--- config.mk ---
export PLATFORM = sky130hd
export DESIGN_NAME = target_track_smoother_unit
export DESIGN_NICKNAME = d
export VERILOG_FILES = /design/src/rtl/ttsm_pkg.sv /design/src/rtl/ttsm_front.sv /design/src/rtl/ttsm_queue.sv /design/src/rtl/ttsm_back.sv /design/src/rtl/target_track_smoother_unit.sv
export SDC_FILE = /design/constraint.sdc
export NUM_CORES = 2
export LEC_CHECK = 0
export BUFFER_PORTS_ARGS = -buffer_cell sky130_fd_sc_hd__buf_2
export CAP_MARGIN = 20
export CORE_MARGIN = 5
export CORE_UTILIZATION = 23
export CTS_CLUSTER_SIZE = 24
export DETAILED_ROUTE_END_ITERATION = 12
export SLEW_MARGIN = 0
export SYNTH_ARGS = -nofsm -noshare
export SYNTH_HDL_FRONTEND = slang
export SYNTH_SLANG_ARGS = --single-unit
--- constraint.sdc ---
create_clock -name clk_i -period 14.4 [get_ports clk_i]
set_input_delay 1.44 -clock clk_i [delete_from_list [all_inputs] [get_ports clk_i]]
set_output_delay 1.44 -clock clk_i [all_outputs]
set_load 0.005 [all_outputs]
--- src/rtl/ttsm_pkg.sv ---
`default_nettype none

package ttsm_pkg;

  localparam int unsigned CFG_IDX_W  = 4;
  localparam int unsigned CFG_DATA_W = 32;

  localparam logic [CFG_IDX_W-1:0] CFG_IDX_ALPHA   = 4'd0;
  localparam logic [CFG_IDX_W-1:0] CFG_IDX_TIMEOUT = 4'd1;

  localparam logic [16:0] ALPHA_RESET   = 17'd19661;
  localparam logic [16:0] ALPHA_ONE     = 17'h10000;
  localparam logic [15:0] TIMEOUT_RESET = 16'd200;

  localparam logic [2:0] MODE_FRAME     = 3'd0;
  localparam logic [2:0] MODE_TICK      = 3'd1;
  localparam logic [2:0] MODE_INJECT    = 3'd2;
  localparam logic [2:0] MODE_SET_READY = 3'd3;
  localparam logic [2:0] MODE_FETCH     = 3'd4;

  typedef enum logic [2:0] {
    OP_FRAME,
    OP_TICK,
    OP_INJECT,
    OP_SET_READY,
    OP_FETCH,
    OP_NONE
  } op_e;

  typedef struct packed {
    logic [2:0]  mode;
    logic [15:0] pos_x;
    logic [15:0] pos_y;
    logic [15:0] frame_seq;
    logic [31:0] time_ms;
    logic        ready_flag;
  } in_word_t;

  typedef struct packed {
    logic        target_valid;
    logic        target_fresh;
    logic [15:0] raw_x_out;
    logic [15:0] raw_y_out;
    logic [15:0] smooth_x_out;
    logic [15:0] smooth_y_out;
    logic [15:0] seq_out;
    logic        fetch_ok;
  } out_word_t;

  typedef struct packed {
    op_e      op;
    in_word_t word;
  } cmd_t;

  typedef struct packed {
    logic [16:0] smooth_alpha;
    logic [15:0] timeout_ms;
  } cfg_t;

  typedef struct packed {
    logic full;
    logic avail;
  } q_stat_t;

endpackage

`default_nettype wire

--- src/rtl/ttsm_front.sv ---
`default_nettype none

module ttsm_front (
  input  wire                 in_valid_i,
  output logic                in_stall_o,
  input  ttsm_pkg::in_word_t  in_word_i,
  input  ttsm_pkg::q_stat_t   q_stat_i,
  output logic                push_o,
  output ttsm_pkg::cmd_t      cmd_o
);

  ttsm_pkg::op_e op;

  always_comb begin
    unique case (in_word_i.mode)
      ttsm_pkg::MODE_FRAME:     op = ttsm_pkg::OP_FRAME;
      ttsm_pkg::MODE_TICK:      op = ttsm_pkg::OP_TICK;
      ttsm_pkg::MODE_INJECT:    op = ttsm_pkg::OP_INJECT;
      ttsm_pkg::MODE_SET_READY: op = ttsm_pkg::OP_SET_READY;
      ttsm_pkg::MODE_FETCH:     op = ttsm_pkg::OP_FETCH;
      default:                  op = ttsm_pkg::OP_NONE;
    endcase
  end

  assign in_stall_o = q_stat_i.full;
  assign push_o     = in_valid_i && !q_stat_i.full;
  assign cmd_o.op   = op;
  assign cmd_o.word = in_word_i;

endmodule

`default_nettype wire

--- src/rtl/ttsm_queue.sv ---
`default_nettype none

module ttsm_queue #(
  parameter int unsigned DEPTH = 4
) (
  input  wire                clk_i,
  input  wire                rst_ni,
  input  wire                push_i,
  input  ttsm_pkg::cmd_t     cmd_i,
  input  wire                pop_i,
  output ttsm_pkg::cmd_t     cmd_o,
  output ttsm_pkg::q_stat_t  q_stat_o
);

  localparam int unsigned PTR_W = (DEPTH > 1) ? $clog2(DEPTH) : 1;
  localparam int unsigned CNT_W = $clog2(DEPTH + 1);

  ttsm_pkg::cmd_t mem_q [DEPTH];

  logic [PTR_W-1:0] wr_ptr_q, wr_ptr_d;
  logic [PTR_W-1:0] rd_ptr_q, rd_ptr_d;
  logic [CNT_W-1:0] count_q, count_d;
  logic             do_push, do_pop;

  assign q_stat_o.full  = (count_q == CNT_W'(DEPTH));
  assign q_stat_o.avail = (count_q != '0);
  assign do_push        = push_i && !q_stat_o.full;
  assign do_pop         = pop_i && q_stat_o.avail;
  assign cmd_o          = mem_q[rd_ptr_q];

  always_comb begin
    wr_ptr_d = wr_ptr_q;
    rd_ptr_d = rd_ptr_q;
    count_d  = count_q;
    if (do_push) begin
      wr_ptr_d = (wr_ptr_q == PTR_W'(DEPTH - 1)) ? '0 : wr_ptr_q + 1'b1;
    end
    if (do_pop) begin
      rd_ptr_d = (rd_ptr_q == PTR_W'(DEPTH - 1)) ? '0 : rd_ptr_q + 1'b1;
    end
    if (do_push && !do_pop) begin
      count_d = count_q + 1'b1;
    end else if (!do_push && do_pop) begin
      count_d = count_q - 1'b1;
    end
  end

  always_ff @(posedge clk_i or negedge rst_ni) begin
    if (!rst_ni) begin
      wr_ptr_q <= '0;
      rd_ptr_q <= '0;
      count_q  <= '0;
    end else begin
      wr_ptr_q <= wr_ptr_d;
      rd_ptr_q <= rd_ptr_d;
      count_q  <= count_d;
    end
  end

  always_ff @(posedge clk_i) begin
    if (do_push) begin
      mem_q[wr_ptr_q] <= cmd_i;
    end
  end

  a_count_bound: assert property (@(posedge clk_i) disable iff (!rst_ni)
    count_q <= CNT_W'(DEPTH))
    else $error("queue count beyond depth");

  a_count_grow: assert property (@(posedge clk_i) disable iff (!rst_ni)
    do_push && !do_pop |=> count_q == $past(count_q) + 1'b1)
    else $error("queue count did not grow on push");

endmodule

`default_nettype wire

--- src/rtl/ttsm_back.sv ---
`default_nettype none

module ttsm_back (
  input  wire                 clk_i,
  input  wire                 rst_ni,
  input  ttsm_pkg::cfg_t      cfg_i,
  input  ttsm_pkg::q_stat_t   q_stat_i,
  input  ttsm_pkg::cmd_t      cmd_i,
  output logic                pop_o,
  output logic                out_valid_o,
  input  wire                 out_stall_i,
  output ttsm_pkg::out_word_t out_word_o
);

  function automatic logic [31:0] ema_step(logic [31:0] f, logic [15:0] sample,
                                           logic [16:0] alpha);
    logic [31:0] s;
    logic [31:0] mag;
    logic [48:0] prod;
    logic [31:0] d;
    logic        up;
    s    = {sample, 16'h0000};
    up   = (s >= f);
    mag  = up ? (s - f) : (f - s);
    prod = 49'(mag) * 49'(alpha);
    d    = prod[47:16];
    return up ? (f + d) : (f - d);
  endfunction

  logic        valid_q, valid_d;
  logic        fresh_q, fresh_d;
  logic [15:0] seq_q, seq_d;
  logic [15:0] raw_x_q, raw_x_d;
  logic [15:0] raw_y_q, raw_y_d;
  logic [31:0] smooth_x_q, smooth_x_d;
  logic [31:0] smooth_y_q, smooth_y_d;
  logic [31:0] last_time_q, last_time_d;
  logic        out_valid_q;
  ttsm_pkg::out_word_t out_word_q, out_word_d;

  logic [16:0] alpha;
  logic [31:0] elapsed;
  logic        ok;

  assign pop_o   = q_stat_i.avail && (!out_valid_q || !out_stall_i);
  assign alpha   = (cfg_i.smooth_alpha > ttsm_pkg::ALPHA_ONE) ? ttsm_pkg::ALPHA_ONE
                                                              : cfg_i.smooth_alpha;
  assign elapsed = cmd_i.word.time_ms - last_time_q;

  always_comb begin
    valid_d     = valid_q;
    fresh_d     = fresh_q;
    seq_d       = seq_q;
    raw_x_d     = raw_x_q;
    raw_y_d     = raw_y_q;
    smooth_x_d  = smooth_x_q;
    smooth_y_d  = smooth_y_q;
    last_time_d = last_time_q;
    ok          = 1'b0;
    unique case (cmd_i.op)
      ttsm_pkg::OP_FRAME: begin
        raw_x_d     = cmd_i.word.pos_x;
        raw_y_d     = cmd_i.word.pos_y;
        seq_d       = cmd_i.word.frame_seq;
        last_time_d = cmd_i.word.time_ms;
        valid_d     = 1'b1;
        fresh_d     = 1'b1;
        if (smooth_x_q == '0 && smooth_y_q == '0) begin
          smooth_x_d = {cmd_i.word.pos_x, 16'h0000};
          smooth_y_d = {cmd_i.word.pos_y, 16'h0000};
        end else begin
          smooth_x_d = ema_step(smooth_x_q, cmd_i.word.pos_x, alpha);
          smooth_y_d = ema_step(smooth_y_q, cmd_i.word.pos_y, alpha);
        end
      end
      ttsm_pkg::OP_TICK: begin
        if (valid_q && (elapsed > {16'h0000, cfg_i.timeout_ms})) begin
          valid_d = 1'b0;
          fresh_d = 1'b0;
        end
      end
      ttsm_pkg::OP_INJECT: begin
        raw_x_d     = cmd_i.word.pos_x;
        raw_y_d     = cmd_i.word.pos_y;
        smooth_x_d  = {cmd_i.word.pos_x, 16'h0000};
        smooth_y_d  = {cmd_i.word.pos_y, 16'h0000};
        valid_d     = 1'b1;
        fresh_d     = 1'b1;
        last_time_d = cmd_i.word.time_ms;
      end
      ttsm_pkg::OP_SET_READY: begin
        fresh_d = cmd_i.word.ready_flag;
        if (!cmd_i.word.ready_flag) begin
          valid_d = 1'b0;
        end
      end
      ttsm_pkg::OP_FETCH: begin
        if (valid_q) begin
          ok      = 1'b1;
          fresh_d = 1'b0;
        end
      end
      default: begin
      end
    endcase
  end

  always_comb begin
    out_word_d.target_valid = valid_d;
    out_word_d.target_fresh = fresh_d;
    out_word_d.raw_x_out    = raw_x_d;
    out_word_d.raw_y_out    = raw_y_d;
    out_word_d.smooth_x_out = smooth_x_d[31:16];
    out_word_d.smooth_y_out = smooth_y_d[31:16];
    out_word_d.seq_out      = seq_d;
    out_word_d.fetch_ok     = ok;
  end

  always_ff @(posedge clk_i or negedge rst_ni) begin
    if (!rst_ni) begin
      valid_q     <= 1'b0;
      fresh_q     <= 1'b0;
      seq_q       <= '0;
      raw_x_q     <= '0;
      raw_y_q     <= '0;
      smooth_x_q  <= '0;
      smooth_y_q  <= '0;
      last_time_q <= '0;
      out_valid_q <= 1'b0;
    end else begin
      if (pop_o) begin
        valid_q     <= valid_d;
        fresh_q     <= fresh_d;
        seq_q       <= seq_d;
        raw_x_q     <= raw_x_d;
        raw_y_q     <= raw_y_d;
        smooth_x_q  <= smooth_x_d;
        smooth_y_q  <= smooth_y_d;
        last_time_q <= last_time_d;
        out_valid_q <= 1'b1;
      end else if (!out_stall_i) begin
        out_valid_q <= 1'b0;
      end
    end
  end

  always_ff @(posedge clk_i) begin
    if (pop_o) begin
      out_word_q <= out_word_d;
    end
  end

  assign out_valid_o = out_valid_q;
  assign out_word_o  = out_word_q;

  a_fetch_needs_valid: assert property (@(posedge clk_i) disable iff (!rst_ni)
    out_valid_o && out_word_o.fetch_ok |-> out_word_o.target_valid)
    else $error("fetch reported without a valid target");

  a_frame_sets_flags: assert property (@(posedge clk_i) disable iff (!rst_ni)
    pop_o && cmd_i.op == ttsm_pkg::OP_FRAME |=> valid_q && fresh_q)
    else $error("frame did not set valid and fresh");

endmodule

`default_nettype wire

--- src/rtl/target_track_smoother_unit.sv ---
// Vision target tracker with exponential smoothing and frame timeout.
// Input channel (in_valid_i / in_stall_o / in_word_i): one word per item;
// mode selects frame, tick, inject, set ready or fetch. Every accepted
// word yields exactly one result word on the output channel
// (out_valid_o / out_stall_i / out_word_o), in order.
// Config channel (cfg_valid_i / cfg_ready_o): index 0 smooth_alpha,
// index 1 timeout_ms, other indexes ignored; ready is always high.
// A result is registered as its word leaves the queue. Throughput: one word
// per cycle while the receiver does not stall, set by the combinational
// filter update (one 32x17 multiply per axis) that carries the state to
// the next word. Words wait in a QUEUE_DEPTH-entry queue; while the
// receiver stalls the queue fills and in_stall_o rises once it is full.
// Reset: alpha 19661, timeout 200 ms, all track state zero, queue empty,
// no result pending.
`default_nettype none

module target_track_smoother_unit #(
  parameter int unsigned QUEUE_DEPTH = 4
) (
  input  wire                                  clk_i,
  input  wire                                  rst_ni,
  input  wire                                  in_valid_i,
  output logic                                 in_stall_o,
  input  ttsm_pkg::in_word_t                   in_word_i,
  output logic                                 out_valid_o,
  input  wire                                  out_stall_i,
  output ttsm_pkg::out_word_t                  out_word_o,
  input  wire                                  cfg_valid_i,
  output logic                                 cfg_ready_o,
  input  wire  [ttsm_pkg::CFG_IDX_W-1:0]       cfg_index_i,
  input  wire  [ttsm_pkg::CFG_DATA_W-1:0]      cfg_data_i
);

  ttsm_pkg::cfg_t    cfg_q;
  ttsm_pkg::q_stat_t q_stat;
  ttsm_pkg::cmd_t    push_cmd, head_cmd;
  logic              push, pop;

  assign cfg_ready_o = 1'b1;

  always_ff @(posedge clk_i or negedge rst_ni) begin
    if (!rst_ni) begin
      cfg_q.smooth_alpha <= ttsm_pkg::ALPHA_RESET;
      cfg_q.timeout_ms   <= ttsm_pkg::TIMEOUT_RESET;
    end else if (cfg_valid_i && cfg_ready_o) begin
      unique case (cfg_index_i)
        ttsm_pkg::CFG_IDX_ALPHA:   cfg_q.smooth_alpha <= cfg_data_i[16:0];
        ttsm_pkg::CFG_IDX_TIMEOUT: cfg_q.timeout_ms   <= cfg_data_i[15:0];
        default: begin
        end
      endcase
    end
  end

  ttsm_front u_front (
    .in_valid_i (in_valid_i),
    .in_stall_o (in_stall_o),
    .in_word_i  (in_word_i),
    .q_stat_i   (q_stat),
    .push_o     (push),
    .cmd_o      (push_cmd)
  );

  ttsm_queue #(
    .DEPTH (QUEUE_DEPTH)
  ) u_queue (
    .clk_i    (clk_i),
    .rst_ni   (rst_ni),
    .push_i   (push),
    .cmd_i    (push_cmd),
    .pop_i    (pop),
    .cmd_o    (head_cmd),
    .q_stat_o (q_stat)
  );

  ttsm_back u_back (
    .clk_i       (clk_i),
    .rst_ni      (rst_ni),
    .cfg_i       (cfg_q),
    .q_stat_i    (q_stat),
    .cmd_i       (head_cmd),
    .pop_o       (pop),
    .out_valid_o (out_valid_o),
    .out_stall_i (out_stall_i),
    .out_word_o  (out_word_o)
  );

endmodule

`default_nettype wire

After elaboration in Yosys (flattened, before gate mapping)
Memory sizes are Yosys's and may differ from the RTL's.
Index checks and enable logic that the tools add are counted.
- multipliers: 2
- $add $sub $neg: 13
- reduce and logical (&&, ||, !) cells: 27
- magnitude comparators: 4
- multiplexer cells: 28
- eq/ne operators: 13
- operators by type and width (operator ; number):
    32-bit subtractor ; 7
    32-bit two-way mux ; 6
    32-bit case mux with 2 select lines ; 2
    32-bit by 17-bit multiplier with 48-bit output ; 2
    32-bit adder ; 2
    32-bit >= comparator ; 2
    32-bit logical NOT ; 2
    16-bit two-way mux ; 3
    32-bit by 16-bit > comparator with 1-bit output ; 1
    17-bit > comparator (second input constant) ; 1
    17-bit two-way mux ; 1
    3-bit case mux with 5 select lines ; 1
    3-bit by 2-bit == test with 1-bit output (second input constant) ; 4
    3-bit == test (second input constant) ; 3
    1-bit two-way mux ; 9
    1-bit logical AND ; 8
    2-bit AND reduction ; 4
    3-bit by 1-bit == test with 1-bit output (second input constant) ; 2
    3-bit logical NOT ; 2
    3-bit two-way mux ; 2
    1-bit logical NOT ; 5
    2-bit by 1-bit adder with 2-bit output (second input constant) ; 2
    2-bit == test (second input constant) ; 2
    4-bit by 1-bit == test with 1-bit output (second input constant) ; 1
    11 further kinds ; 13
- input bits: 125
- memories: 1
- logic and storage cells: 112
- memory bits (writable): 348
- register bits after elaboration: 270
- output and inout port bits: 86
- memories (memory ; depth ; width ; rd ports ; clocked after memory_dff ; write ports ; RTL line ; text):
    u_queue.mem_q ; 4 ; 87 ; 1 ; 0 ; 1 ; ttsm_queue.sv:18 ; ttsm_pkg::cmd_t mem_q [DEPTH];

Depth between registers and ports, before layout
- depth in word-level cells: 8
- depth in mapped cells: 59
- mapped depth without buffers: 53

By module
From an unflattened synthesis, not the netlist that was laid out.
- cell total of the unflattened synthesis: 7149
- area, all modules: 68303.0 um2
- modules (own cells, without submodules) (module ; seq. area each (um2) ; times used ; area an instance (um2) ; cells each):
    ttsm_back ; 6170.9 ; 1 ; 53316.1 ; 6494
    ttsm_queue ; 10625.2 ; 1 ; 12979.9 ; 492
    target_track_smoother_unit ; 839.6 ; 1 ; 1345.0 ; 74
    ttsm_front ; 0.0 ; 1 ; 661.9 ; 89

Worst setup path before layout
OpenSTA, ideal clock, no wires.
- kind: register to register
- from: register u_queue.rd_ptr_q[0]
- to: register u_back.out_word_q, in the netlist u_back.out_word_o[30], data pin
- clock period less this slack: 13.835 ns
- path buffers: 7
- arrival: 13.575 ns
- stages on the path, launching flop included: 54
- library setup time: 0.260 ns
- setup slack: 0.565 ns
- data required time: 14.140 ns
- cells stage by stage: dfrtp_1 > clkbuf_1 > clkbuf_1 > buf_1 > mux4_2 > ha_1 > a21o_1 > a21oi_1 > o21a_1 > a21oi_2 > o31ai_2 > o21a_1 > clkbuf_1 > clkbuf_1 > nor2_1 > xnor2_1 > clkbuf_1 > nand2_1 > [18 not listed] > nor4_1 > nand2_1 > nor3_1 > a21oi_1 > xor2_1 > ha_1 > and3_1 > and4_1 > a21oi_1 > o21ai_0 > a31o_2 > a221o_1 > and2_1 > o221ai_1 > nand2b_1 > xnor2_1 > o21ai_0 > mux2_2
- word-level cells in the longest chain between the ends: 8
- elaborated cells on any way between the ends: 13
- classes of those cells: add/sub: 4; mul: 1; order compare: 1; eq/ne: 1; mux: 4; reduce/logical: 1; memory: 1
- RTL lines (element ; RTL line ; text):
    from (decl) ; ttsm_queue.sv:21 ; logic [PTR_W-1:0] rd_ptr_q, rd_ptr_d;
    from (signal assigned) ; ttsm_queue.sv:55 ; rd_ptr_q <= rd_ptr_d;
    memory read 4 x 87 bit (*) ; -- ;
    32-bit subtractor or 32-bit >= comparator (tied branches) ; ttsm_back.sv:24, ttsm_back.sv:23 ;
    32-bit two-way mux ; ttsm_back.sv:24 ; mag = up ? (s - f) : (f - s);
    32-bit by 17-bit multiplier with 48-bit output ; ttsm_back.sv:25 ; prod = 49'(mag) * 49'(alpha);
    32-bit subtractor or 32-bit adder (tied branches) ; ttsm_back.sv:27 ; return up ? (f + d) : (f - d);
    32-bit two-way mux ; ttsm_back.sv:27 ;
    32-bit two-way mux ; ttsm_back.sv:68 ; if (smooth_x_q == '0 && smooth_y_q == '0) begin
    32-bit case mux with 2 select lines (*) ; ttsm_back.sv:60 ; unique case (cmd_i.op)
    via u_back.smooth_y_d[29] ; ttsm_back.sv:36 ; logic [31:0] smooth_y_q, smooth_y_d;
    to (signal assigned) ; ttsm_back.sv:149 ; out_word_q <= out_word_d;
    to (decl) ; ttsm_back.sv:39 ; ttsm_pkg::out_word_t out_word_q, out_word_d;
Mark *: on every way through the listed nets, which the timed path passes. The rest lies on a longest branch.
A chain may end at the register's enable or synchronous reset.

Worst setup path after layout
- from: register u_queue.rd_ptr_q[0]
- to: register u_back.out_word_q, in the netlist u_back.out_word_o[48], data pin
- word-level cells in the longest chain between the ends: 8
- elaborated cells on any way between the ends: 13
- classes of those cells: add/sub: 4; mul: 1; order compare: 1; eq/ne: 1; mux: 4; reduce/logical: 1; memory: 1
- RTL lines (element ; RTL line ; text):
    memory read 4 x 87 bit (*) ; -- ;
    32-bit subtractor or 32-bit >= comparator (tied branches) ; ttsm_back.sv:24, ttsm_back.sv:23 ;
    32-bit two-way mux ; ttsm_back.sv:24 ;
    32-bit by 17-bit multiplier with 48-bit output ; ttsm_back.sv:25 ;
    32-bit subtractor or 32-bit adder (tied branches) ; ttsm_back.sv:27 ;
    32-bit two-way mux ; ttsm_back.sv:27 ;
    32-bit two-way mux ; ttsm_back.sv:68 ;
    32-bit case mux with 2 select lines (*) ; ttsm_back.sv:60 ;
    via u_back.smooth_x_d[31] ; ttsm_back.sv:35 ; logic [31:0] smooth_x_q, smooth_x_d;
Marks and branches as above.

==> key figures <==
Outcome
  • Status: finished, final reports clean

Synth
  • Top FF cell, synth: edfxtp_1
  • Synth Cell Area: 0.0666 mm²
  • Syn Inst Count: 6,917
  • Mux cell area share after synthesis: 0.0414
  • Fraction of registers with async set or reset after synthesis: 0.309
  • Synth Area in Adders: 0.348
  • #FFs+latches synth: 606
  • Compound-cell area share of the yosys netlist: 0.0923
  • Net Count, Synth: 8,355
  • Seq/Total Area, Yosys: 0.259
  • Number of synthesized flops with an enable pin: 419
  • Yosys cell types: 106
  • XOR/XNOR Fraction of Synth Area: 0.0354
  • Synthesis Warnings: 0
  • Synth Area in Simple Gates: 0.135
  • Largest family of logic cells by synthesized area: adder cells
  • Syn Area/Cell: 9.63 µm²

Min path
  • Hold Crit Class: flop to flop

STA
  • Relative slew margins: 0.220
  • Fmax: 72.8 MHz
  • Worst Clk Skew: 0.0315 ns
  • Slew Limit Fails: 0
  • Final hold vios: 0
  • RSZ-0062 raised after global routing: true
  • Transition time of the tightest slew-check pin: 1.17 ns
  • Ratio of final minimum period to clock period: 0.954
  • Final WS setup: 0.658 ns
  • Final setup viols: 0
  • Tmin final: 13.74 ns

Floorplan
  • # IOs: 211
  • Die height: 548 µm
  • Number of cell rows: 197
  • Initial core utilization: 0.231
  • Die W: 548 µm
  • Full die area: 0.300 mm²
  • Total core area: 0.288 mm²

GRT
  • Vias in the first global route: 50,629
  • First-pass GRT wire length: 308,000 µm
  • Largest net degree at the start of global routing: 86
  • Congestion Overflow GR: 0
  • GRT Overall Usage: 0.131
  • Number of antenna violations at the first check in global routing: 34

Placed design
  • GPL Wtd Cong: 0.866
  • Worst slack, placed: 0.381 ns
  • HPWL Detailed: 153,000 µm
  • Port Buf Inserts: 194

Route
  • Vias after detailed routing: 49,935
  • DRT iter0 DRCs: 3,804
  • DR WL/cell: 18.0 µm
  • DRT Pass-1 Iters: 5
  • Routed wire length: 199,000 µm
  • Post-DR vias/cell: 4.53
  • Post-route ant nets: 0
  • DRC: 0

Final layout
  • Layout cells sized above 1: 0.117
  • Fillers: 30,450
  • Area growth syn-to-layout: 14.1%
  • Commonest non-fill, non-tap cell in the layout: inv_1
  • Most frequent cells in the layout: inv_1 (1,252), nand2_1 (1,149), fa_1 (898)
  • Number of nets in the layout: 8,610

Run
  • MaxCap Viol Count: 0

Clocking
  • Clk slew on worst S/H paths: 0.06 ns
  • CTS tree: yes
  • CTS Buffer Depth: 3
  • Number of buffers created by CTS: 68
  • CTS H-tree lvls: 3
  • Root Buffer: clkbuf_16
  • TritonCTS sink count: 606
  • Skew-Pair Late Insertion Delay: 0.67 ns

Critical path
  • Critical Path Source Type: flop
  • CP max-delay cell: mux4_2
  • Critical setup path kind: flop to flop
  • CP required: 14.91 ns
  • Worst-path fanout max: 22
  • Cell mode on critical path: a21oi_1
  • Crit end category: flop
  • Peak per-stage delay on the critical path: 0.65 ns
  • CP arrival: 14.25 ns
==> layer usage <==
metal	up-vias	global-route usage	share of wire
li1	22746	-	-
met1	25181	0.182	0.44
met2	1700	0.204	0.44
met3	280	0.0304	0.087
met4	28	0.0355	0.029
met5	-	0	0.0010
==> state kept, by name (all words and copies together), names as in the netlist <==
| register | count |
|---|---|
| cfg_q | 33 |
| u_queue.count_q | 3 |
| u_back.last_time_q | 32 |
| u_back.raw_y_q | 16 |
| u_back.smooth_y_q | 32 |
| u_queue.rd_ptr_q | 2 |
| u_queue.mem_q | 336 |
| u_back.raw_x_q | 16 |
| u_back.fresh_q | 1 |
| u_back.smooth_x_q | 32 |
| u_queue.wr_ptr_q | 2 |
| u_back.valid_q | 1 |
| u_back.out_word_o | 83 |
| u_back.seq_q | 16 |
| u_back.out_valid_o | 1 |
==> stage by stage <==
step / std cells / area (µm²) / utilization / TNS (ns) / hold slack, ns
2_1_floorplan: 6917 / 66600 / - / 0 / 0.442
3_3_place_gp: 10879 / 73600 / 0.255 / 0 / 0.457
3_5_place_dp: 10879 / 73600 / 0.255 / 0 / 0.463
4_1_cts: 11003 / 75800 / 0.263 / 0 / 0.478
5_1_grt: 11009 / 76000 / 0.264 / -0.0164 / 0.494
6_report: 11023 / 76000 / 0.264 / 0 / 0.477
==> cells by family (layout without fill, tap and decap cells) <==
| group | count (synthesis) | after routing |
|---|---|---|
| AND/OR/NAND/NOR | 2060 | 2060 |
| buffers and inverters | 1558 | 1867 |
| adder cells (fa/ha/maj) | 1313 | 1313 |
| AO/OA/AOI/OAI | 951 | 951 |
| flip-flops | 606 | 606 |
| XOR/XNOR | 265 | 265 |
| multiplexers | 163 | 163 |
| other | 1 | 17 |
==> cell type report <==
cell class | instances | area, µm² | share of cell area
Sequential cell | 606 | 17300 | 0.227
Clock buffer | 86 | 1820 | 0.0239
Multi-Input combinational cell | 4753 | 43700 | 0.574
Tap cell | 3781 | 4730 | 0.0622
Antenna cell | 16 | 40.0 | 0.000527
Inverter | 1253 | 4710 | 0.0619
Timing Repair Buffer | 490 | 3380 | 0.0445
Clock inverter | 38 | 409 | 0.00538
==> critical path, delay by kind of cell, from the launching register on <==
| kind | cells | cell delay (ns) |
|---|---|---|
| and+or+nand+nor | 8 | 2.09 |
| buffers and inverters | 10 | 1.59 |
| adders and majority gates | 9 | 4.05 |
| DFF | 1 | 0.50 |
| xor gates and xnor gates | 3 | 0.51 |
| muxes | 1 | 0.65 |
| AOI/OAI and AO/OA | 20 | 4.17 |
==> cell usage after synthesis, types with 24 or more instances <==
cell      instances  share of area
inv_1          1253          0.071
nand2_1        1150          0.065
fa_1            898           0.27
edfxtp_1        419           0.19
ha_1            415          0.078
nor2_1          407          0.023
clkbuf_1        265          0.015
o21ai_0         255          0.019
a21oi_1         233          0.018
dfrtp_1         176          0.066
xnor2_1         159          0.021
and2_1          158          0.015
xor2_1          102          0.013
a21o_1          100          0.011
mux4_2           84          0.028
mux2_2           59          0.010
nor3_1           54         0.0041
nand3_1          50         0.0038
o21a_1           44         0.0050
nor2b_1          37         0.0035
nand4_1          31         0.0029
o21bai_1         31         0.0035
o31ai_1          31         0.0035
nor4_1           30         0.0028
and3_1           27         0.0025
nand2b_1         27         0.0025
a31oi_1          26         0.0024
a211oi_1         24         0.0027
==> timing repair <==
item	in CTS	in global routing
setup buffers	0	1
resized for setup	0	25
setup endpoints to repair	0	21
hold endpoints to repair	0	0
hold buffers	0	0
==> worst paths after layout <==
kind | startpoint | endpoint | slack, ns | cells past startpoint
setup / recovery | u_queue.rd_ptr_q[0] | u_back.out_word_o[48] | 0.66 | 51
hold / removal | u_back.seq_q[12] | u_back.seq_q[12] | 0.48 | 2
setup reg to reg | u_queue.rd_ptr_q[0] | u_back.out_word_o[48] | 0.66 | 51
hold reg to reg | u_back.seq_q[12] | u_back.seq_q[12] | 0.48 | 2
max in group asynchronous | rst_ni | cfg_q[32] | 12.07 | 2
min in group asynchronous | rst_ni | u_queue.count_q[1] | 0.74 | 1
Power is left out: the tool's default activity adds up to more than one toggle a clock period on the data nets, which glitch-free logic cannot reach.
